## config.mk

```make
export PLATFORM = sky130hd
export DESIGN_NAME = byte_stream_substring_finder
export DESIGN_NICKNAME = d
export VERILOG_FILES = /design/src/rtl/core/bsf_pkg.sv /design/src/rtl/core/bsf_cfg_regs.sv /design/src/rtl/core/bsf_matcher.sv /design/src/rtl/core/byte_stream_substring_finder.sv
export VERILOG_INCLUDE_DIRS = /design/src /design/src/rtl/core
export SDC_FILE = /design/constraint.sdc
export NUM_CORES = 1
export LEC_CHECK = 0
export BUFFER_PORTS_ARGS = -buffer_cell sky130_fd_sc_hd__buf_2
export CAP_MARGIN = 20
export CORE_ASPECT_RATIO = 1.1
export CORE_MARGIN = 4
export CORE_UTILIZATION = 25
export DETAILED_ROUTE_END_ITERATION = 6
export GPL_TIMING_DRIVEN = 0
export HOLD_SLACK_MARGIN = 0.15
export PLACE_DENSITY_LB_ADDON = 0.12
export SETUP_SLACK_MARGIN = 0.1
export SYNTH_ARGS = -nofsm -noshare
export SYNTH_HDL_FRONTEND = slang
export SYNTH_SLANG_ARGS = --single-unit
```

## constraint.sdc

```tcl
create_clock -name clk -period 21.2 [get_ports clk]
set_input_delay 1.06 -clock clk [delete_from_list [all_inputs] [get_ports clk]]
set_output_delay 1.06 -clock clk [all_outputs]
set_load 0.005 [all_outputs]
```

## src/rtl/core/byte_stream_substring_finder_macros.svh

```systemverilog
// Assertion macros used by the top-level RTL.
`ifndef BYTE_STREAM_SUBSTRING_FINDER_MACROS_SVH
`define BYTE_STREAM_SUBSTRING_FINDER_MACROS_SVH

// Same-cycle implication under reset.
`define BSF_ASSERT_NOW(label, clk, rst_n, ante, cons, msg) \
    label: assert property (@(posedge clk) disable iff (!rst_n) (ante) |-> (cons)) \
        else $error(msg);

// Next-cycle implication under reset.
`define BSF_ASSERT_NEXT(label, clk, rst_n, ante, cons, msg) \
    label: assert property (@(posedge clk) disable iff (!rst_n) (ante) |=> (cons)) \
        else $error(msg);

`endif

```

## src/rtl/core/bsf_pkg.sv

```systemverilog
`default_nettype none

package bsf_pkg;

    localparam int PATTERN_BYTES = 16;
    localparam int LEN_W         = 5;
    localparam int OFFSET_W      = 16;
    localparam int CFG_INDEX_W   = 2;
    localparam int CFG_DATA_W    = 64;

    localparam logic [7:0] CHAR_UPPER_A = 8'h41;
    localparam logic [7:0] CHAR_UPPER_Z = 8'h5A;
    localparam logic [7:0] CHAR_LOWER_A = 8'h61;
    localparam logic [7:0] CHAR_LOWER_Z = 8'h7A;

    typedef enum logic [CFG_INDEX_W-1:0] {
        REG_PATTERN_LOW    = 2'd0,
        REG_PATTERN_HIGH   = 2'd1,
        REG_PATTERN_LEN    = 2'd2,
        REG_CASE_SENSITIVE = 2'd3
    } cfg_reg_t;

    typedef struct packed {
        logic [PATTERN_BYTES-1:0][7:0] pattern;
        logic [LEN_W-1:0]              len;
        logic                          fold;
    } cfg_t;

    function automatic logic [7:0] fold_byte(input logic [7:0] c);
        logic [7:0] r;
        r = c;
        if (c >= CHAR_UPPER_A && c <= CHAR_UPPER_Z)
        begin
            r = c - CHAR_UPPER_A + CHAR_LOWER_A;
        end
        return r;
    endfunction

endpackage

`default_nettype wire

```

## src/rtl/core/bsf_cfg_regs.sv

```systemverilog
`default_nettype none

module bsf_cfg_regs #(
    parameter int PATTERN_MAX = 16
) (
    input  wire logic                            clk,
    input  wire logic                            rst_n,
    input  wire logic                            wr_en,
    input  wire logic [bsf_pkg::CFG_INDEX_W-1:0] wr_index,
    input  wire logic [bsf_pkg::CFG_DATA_W-1:0]  wr_data,
    output bsf_pkg::cfg_t                        cfg
);
    import bsf_pkg::*;

    logic [63:0]      pattern_low_reg;
    logic [63:0]      pattern_high_reg;
    logic [LEN_W-1:0] pattern_len_reg;
    logic             case_sensitive_reg;
    logic [127:0]     pattern_all;

    always_ff @(posedge clk or negedge rst_n)
    begin
        if (!rst_n)
        begin
            pattern_low_reg    <= '0;
            pattern_high_reg   <= '0;
            pattern_len_reg    <= LEN_W'(1);
            case_sensitive_reg <= 1'b1;
        end
        else if (wr_en)
        begin
            case (cfg_reg_t'(wr_index))
                REG_PATTERN_LOW:    pattern_low_reg    <= wr_data;
                REG_PATTERN_HIGH:   pattern_high_reg   <= wr_data;
                REG_PATTERN_LEN:    pattern_len_reg    <= wr_data[LEN_W-1:0];
                REG_CASE_SENSITIVE: case_sensitive_reg <= wr_data[0];
                default:            ;
            endcase
        end
    end

    assign pattern_all = {pattern_high_reg, pattern_low_reg};

    // fold the pattern once; clamp the length into range
    always_comb
    begin
        cfg.fold = !case_sensitive_reg;
        for (int k = 0; k < PATTERN_BYTES; k++)
        begin
            cfg.pattern[k] = case_sensitive_reg ? pattern_all[8*k +: 8]
                                                : fold_byte(pattern_all[8*k +: 8]);
        end
        if (pattern_len_reg == '0)
        begin
            cfg.len = LEN_W'(1);
        end
        else if (pattern_len_reg > LEN_W'(PATTERN_MAX))
        begin
            cfg.len = LEN_W'(PATTERN_MAX);
        end
        else
        begin
            cfg.len = pattern_len_reg;
        end
    end

endmodule

`default_nettype wire

```

## src/rtl/core/bsf_matcher.sv

```systemverilog
`default_nettype none

module bsf_matcher #(
    parameter int PATTERN_MAX = 16
) (
    input  wire logic [PATTERN_MAX-1:0][7:0] window,
    input  wire bsf_pkg::cfg_t               cfg,
    output logic                             match
);
    import bsf_pkg::*;

    logic [PATTERN_MAX-1:0][7:0] window_cmp;
    logic [PATTERN_MAX-1:0]      hit_len;

    // window[0] is the newest byte; pattern byte 0 is the oldest of the run
    always_comb
    begin
        for (int i = 0; i < PATTERN_MAX; i++)
        begin
            window_cmp[i] = cfg.fold ? fold_byte(window[i]) : window[i];
        end
        for (int l = 1; l <= PATTERN_MAX; l++)
        begin
            hit_len[l-1] = 1'b1;
            for (int i = 0; i < l; i++)
            begin
                if (window_cmp[i] != cfg.pattern[l-1-i])
                begin
                    hit_len[l-1] = 1'b0;
                end
            end
        end
        match = 1'b0;
        for (int l = 1; l <= PATTERN_MAX; l++)
        begin
            if (cfg.len == LEN_W'(l))
            begin
                match = hit_len[l-1];
            end
        end
    end

endmodule

`default_nettype wire

```

## src/rtl/core/byte_stream_substring_finder.sv

```systemverilog
// Channel  Dir  Handshake                  Fields
// byte     in   byte_valid / byte_stall    buffer_byte, last_byte
// result   out  result_valid / result_stall found, match_offset
// cfg      in   cfg_valid / cfg_ready      cfg_index, cfg_data
//
// One byte per cycle unless result_stall holds a full result register; a byte's result is
// registered after its input register. Window, byte count and found mark update together.
// rst_n clears the control and config registers to defaults and starts an empty buffer.
// result_stall holds the result register; byte_stall rises only while a byte
// waits in the input register behind a full, stalled result register.
`default_nettype none
`include "byte_stream_substring_finder_macros.svh"

module byte_stream_substring_finder #(
    parameter int PATTERN_MAX = 16,
    parameter int BUFFER_MAX  = 65536
) (
    input  wire logic                            clk,
    input  wire logic                            rst_n,
    input  wire logic                            byte_valid,
    output logic                                 byte_stall,
    input  wire logic [7:0]                      buffer_byte,
    input  wire logic                            last_byte,
    output logic                                 result_valid,
    input  wire logic                            result_stall,
    output logic                                 found,
    output logic [bsf_pkg::OFFSET_W-1:0]         match_offset,
    input  wire logic                            cfg_valid,
    output logic                                 cfg_ready,
    input  wire logic [bsf_pkg::CFG_INDEX_W-1:0] cfg_index,
    input  wire logic [bsf_pkg::CFG_DATA_W-1:0]  cfg_data
);
    import bsf_pkg::*;

    localparam int CNT_W = $clog2(BUFFER_MAX + 1);

    cfg_t                        cfg;
    logic                        in_valid_reg;
    logic                        in_valid_next;
    logic [7:0]                  in_byte_reg;
    logic                        in_last_reg;
    logic [PATTERN_MAX-1:0][7:0] window_reg;
    logic [PATTERN_MAX-1:0][7:0] window_next;
    logic [CNT_W-1:0]            seen_reg;
    logic [CNT_W-1:0]            seen_next;
    logic [CNT_W-1:0]            seen_inc;
    logic                        reported_reg;
    logic                        reported_next;
    logic                        out_valid_reg;
    logic                        out_valid_next;
    logic                        found_reg;
    logic [OFFSET_W-1:0]         offset_reg;
    logic                        advance;
    logic                        load_in;
    logic                        active;
    logic                        match;
    logic                        hit;
    logic                        emit;
    logic [OFFSET_W-1:0]         offset_calc;

    assign cfg_ready = 1'b1;

    bsf_cfg_regs #(
        .PATTERN_MAX (PATTERN_MAX)
    ) u_cfg (
        .clk      (clk),
        .rst_n    (rst_n),
        .wr_en    (cfg_valid && cfg_ready),
        .wr_index (cfg_index),
        .wr_data  (cfg_data),
        .cfg      (cfg)
    );

    bsf_matcher #(
        .PATTERN_MAX (PATTERN_MAX)
    ) u_match (
        .window (window_next),
        .cfg    (cfg),
        .match  (match)
    );

    assign advance    = in_valid_reg && (!out_valid_reg || !result_stall);
    assign byte_stall = in_valid_reg && !advance;
    assign load_in    = byte_valid && !byte_stall;

    always_comb
    begin
        active   = !reported_reg && (seen_reg < CNT_W'(BUFFER_MAX));
        seen_inc = seen_reg + CNT_W'(1);
        window_next[0] = in_byte_reg;
        for (int i = 1; i < PATTERN_MAX; i++)
        begin
            window_next[i] = window_reg[i-1];
        end
        hit         = active && match && (seen_inc >= CNT_W'(cfg.len));
        emit        = hit || (in_last_reg && !reported_reg);
        offset_calc = OFFSET_W'(seen_inc - CNT_W'(cfg.len));

        in_valid_next = in_valid_reg;
        if (advance)
        begin
            in_valid_next = 1'b0;
        end
        if (load_in)
        begin
            in_valid_next = 1'b1;
        end

        seen_next     = seen_reg;
        reported_next = reported_reg;
        if (advance)
        begin
            if (in_last_reg)
            begin
                seen_next     = '0;
                reported_next = 1'b0;
            end
            else if (active)
            begin
                seen_next     = seen_inc;
                reported_next = hit;
            end
        end

        out_valid_next = out_valid_reg;
        if (out_valid_reg && !result_stall)
        begin
            out_valid_next = 1'b0;
        end
        if (advance && emit)
        begin
            out_valid_next = 1'b1;
        end
    end

    always_ff @(posedge clk or negedge rst_n)
    begin
        if (!rst_n)
        begin
            in_valid_reg  <= 1'b0;
            seen_reg      <= '0;
            reported_reg  <= 1'b0;
            out_valid_reg <= 1'b0;
        end
        else
        begin
            in_valid_reg  <= in_valid_next;
            seen_reg      <= seen_next;
            reported_reg  <= reported_next;
            out_valid_reg <= out_valid_next;
        end
    end

    always_ff @(posedge clk)
    begin
        if (load_in)
        begin
            in_byte_reg <= buffer_byte;
            in_last_reg <= last_byte;
        end
        if (advance && active)
        begin
            window_reg <= window_next;
        end
        if (advance && emit)
        begin
            found_reg  <= hit;
            offset_reg <= hit ? offset_calc : '0;
        end
    end

    assign result_valid = out_valid_reg;
    assign found        = found_reg;
    assign match_offset = offset_reg;

    `BSF_ASSERT_NOW(a_stall_cause, clk, rst_n, byte_stall,
        in_valid_reg && out_valid_reg && result_stall, "byte_stall without full stalled result")
    `BSF_ASSERT_NEXT(a_buffer_end, clk, rst_n, advance && in_last_reg,
        seen_reg == '0 && !reported_reg, "buffer state not cleared after last byte")
    `BSF_ASSERT_NEXT(a_hit_result, clk, rst_n, advance && hit,
        out_valid_reg && found_reg, "match did not reach the result register")
    `BSF_ASSERT_NOW(a_reported_count, clk, rst_n, reported_reg,
        seen_reg != '0, "found mark set with empty byte count")

endmodule

`default_nettype wire

```

==> qor.yml <==
instances_no_fill: 4607
antenna_found_initial: 3
rsz0062_at_grt: "false"
synth_edf_count: 146
ys_seq_area_share_pct: 30.3
status: "finished, final reports clean"
cts_resized: 0
start_kind: "flip-flop"
max_freq_mhz: 151
via_count: 24900
synth_ff_type: "dfrtp_1"
cap_violations: 0
grt_pass1_vias: 24000
crit_path_end: "match_offset[3]"
avgSynthCellArea_sq_um: 9.25
critPathKind: "flip-flop to flip-flop"
synth_compound_area_share_pct: 8.55
power_density_nw_per_um2: 106
finalNetCount: 3282
yosys.area_share.simple_pct: 14.5
r2r_slack_ns: 14.58
gp_congestion: 0.986
finalMaxSlewViolations: 0
synthMuxAreaShare_pct: 4.67
synth_seq_cells: 300
fin_crit_ns: 6.62
cts_tree: "yes"
async_flop_share_pct: 51.3
drive_gt1_share_pct: 15.7
worstPathMaxFanout: 10
clock_latency_ns: 0.63
die-area_sq_um: 114000
design.core.area_sq_um: 108000
yosys-top-cells-count: "538 x xnor2_1, 522 x xor2_1, 168 x nor4_1"
placedCellCount: 4516
whs_ns: 0.409
hp-class: "input port to async pin"
numCtsBuffers: 42
grt_max_degree: 97
vias_per_cell: 5.40
post-cts-setup-buffers: 0
finClkSkew_ns: 0.0214
fillCellCount: 11500
synth_area_sq_um: 27200
drtAntennaViolNets: 0
portBuffers: 98
p_total_mw: 3.41
die_w_microns: 323
p_leak_nw: 11.6
grt.overflow.total: 0
first_iter_violations: 2827
dr.pass1.iters: 6
largest_reg_flops: 120
hold_viol: 0
crit_required_ns: 21.53
crit_path_start: "window_next[33]"
cts.clk_slew.worst_paths_ns: 0.06
cp-end-kind: "flip-flop"
setup_viol: 0
setup-tns-final_ns: 0
synth_cells: 2945
avgRoutedWirePerCell_microns: 32.9
ys_warn_count: 0
cts_root_buffer: "clkbuf_16"
clock_sinks: 300
start_util_pct: 25.3
synthAdderAreaFrac_pct: 1.82
synthMostInstantiatedCell: "xnor2_1"
wl_microns: 151000
synthTopCellsByArea: "xnor2_1 17%, xor2_1 17%, edfxtp_1 16%"
clk_path_buf_depth: 3
synth-xor-area-share_pct: 34.1
grt_pass1_wl_microns: 206000
grt_usage_pct: 25.8
synth_top_family_by_area: "XOR/XNOR gates"
syn_to_final_growth_pct: 17.7
maxSlewHeadroom_pct: 15.0
crit_arrival_ns: 6.95
htree_levels: 2
period_share_pct: 31.2
reg2regPathDepth: 14
reg2reg_from: "window_next[33]"
synth_area_leader_cell: "xnor2_1"
io_pins: 100
drc: 0
dp_hpwl_microns: 113000
ir_worst_vdd_mv: 0.0598
rr_endpoint: "match_offset[3]"
synth_top_area_share_pct: 17.3
ctsHoldBuffers: 0
syn_nets: 3064
tightest_slew_ns: 1.27
rows: 126
die-height_microns: 354
synthDistinctLibCells: 81
[layout make-up]
cell class                 instances  area [sq um]  share of cell area (%)
multi-input combinational       2245         17400                    54.3
sequential                       300          8240                    25.7
tap                             1408          1760                    5.50
timing repair buffer             174          1500                    4.67
buffer                           299          1290                    4.01
clock buffer                      53          1160                    3.63
inverter                         101           379                    1.18
clock inverter                    25           329                    1.03
antenna                            2          5.00                  0.0156
[logic make-up (layout without fill, tap and decap cells)]
kind of cell	after synthesis	count (layout)
simple gates	711	711
xor+xnor	1060	1060
buf+inv	400	652
fa+ha+maj	39	39
other cells	1	3
flops	300	300
mux	113	113
compound gates	321	321
[critical path: stages, from the launching register on]
cell and delay, ns:
edfxtp_1 0.46, clkbuf_1 0.42, buf_1 0.92, xor2_1 0.14, nor4_1 1.09, nand4_1 0.19
nor3_1 0.40, nand3_1 0.17, a2111oi_0 0.62, and4_1 0.37, nand4_1 0.25, a21o_1 0.25
clkbuf_2 0.22, a31oi_2 0.58, buf_6 0.23
[worst min path at each step]
stage          slack (ns)                   endpoint       startpoint  depth (start not counted)
3_5_place_dp         0.43            window_next[27]  window_next[19]                          0
5_1_grt              0.44                seen_reg[6]            rst_n                          1
3_3_place_gp         0.42            window_next[24]  window_next[16]                          0
2_1_floorplan        0.42            window_next[10]   in_byte_reg[2]                          0
4_1_cts              0.41  u_cfg.pattern_high_reg[0]            rst_n                          1
6_report             0.41                seen_reg[6]            rst_n                          1
[cell usage in the layout (no fill, tap or decap), types with 19 or more instances in the layout]
cell / count
nor3_1: 79
nor4_1: 168
a31oi_1: 23
nand3_1: 61
xor2_1: 522
mux2_2: 112
nor2_1: 77
buf_2: 179
inv_1: 100
a21o_1: 28
clkbuf_16: 44
a21oi_1: 65
a41oi_1: 19
a31o_2: 25
dfrtp_1: 152
nand4_1: 165
xnor2_1: 538
buf_4: 25
buf_6: 19
ha_1: 38
edfxtp_1: 146
buf_1: 79
o21ai_0: 52
buf_8: 42
clkbuf_1: 131
nand2_1: 78
[power breakdown]
part,total (mW),internal [mW],switching [mW],leakage (nW)
combinational,1.80,0.637,1.16,7.56
sequential,0.819,0.727,0.0923,3.28
clock,0.786,0.476,0.310,0.720
total,3.41,1.84,1.57,11.6
[stage by stage]
stage	setup WS, ns	instance area, sq um	util [%]
floorplan	9.72	27200	-
global placement	1.58	29500	27.4
detailed placement	14.51	30400	28.3
CTS	14.50	31900	29.7
global route	14.49	32000	29.8
finish	14.58	32100	29.8
[metal layers]
layer / part of all wire [%] / routed length, microns / global-route usage, % / up-vias
met1: 42 / 63400 / 34.2 / 12400
li1: - / - / - / 10700
met5: 0 / 0 / 0 / -
met4: 6.4 / 9660 / 13.6 / 0
met2: 44 / 66200 / 40.0 / 1366
met3: 8.0 / 12200 / 4.66 / 384
(Power assumes the default switching activity.)
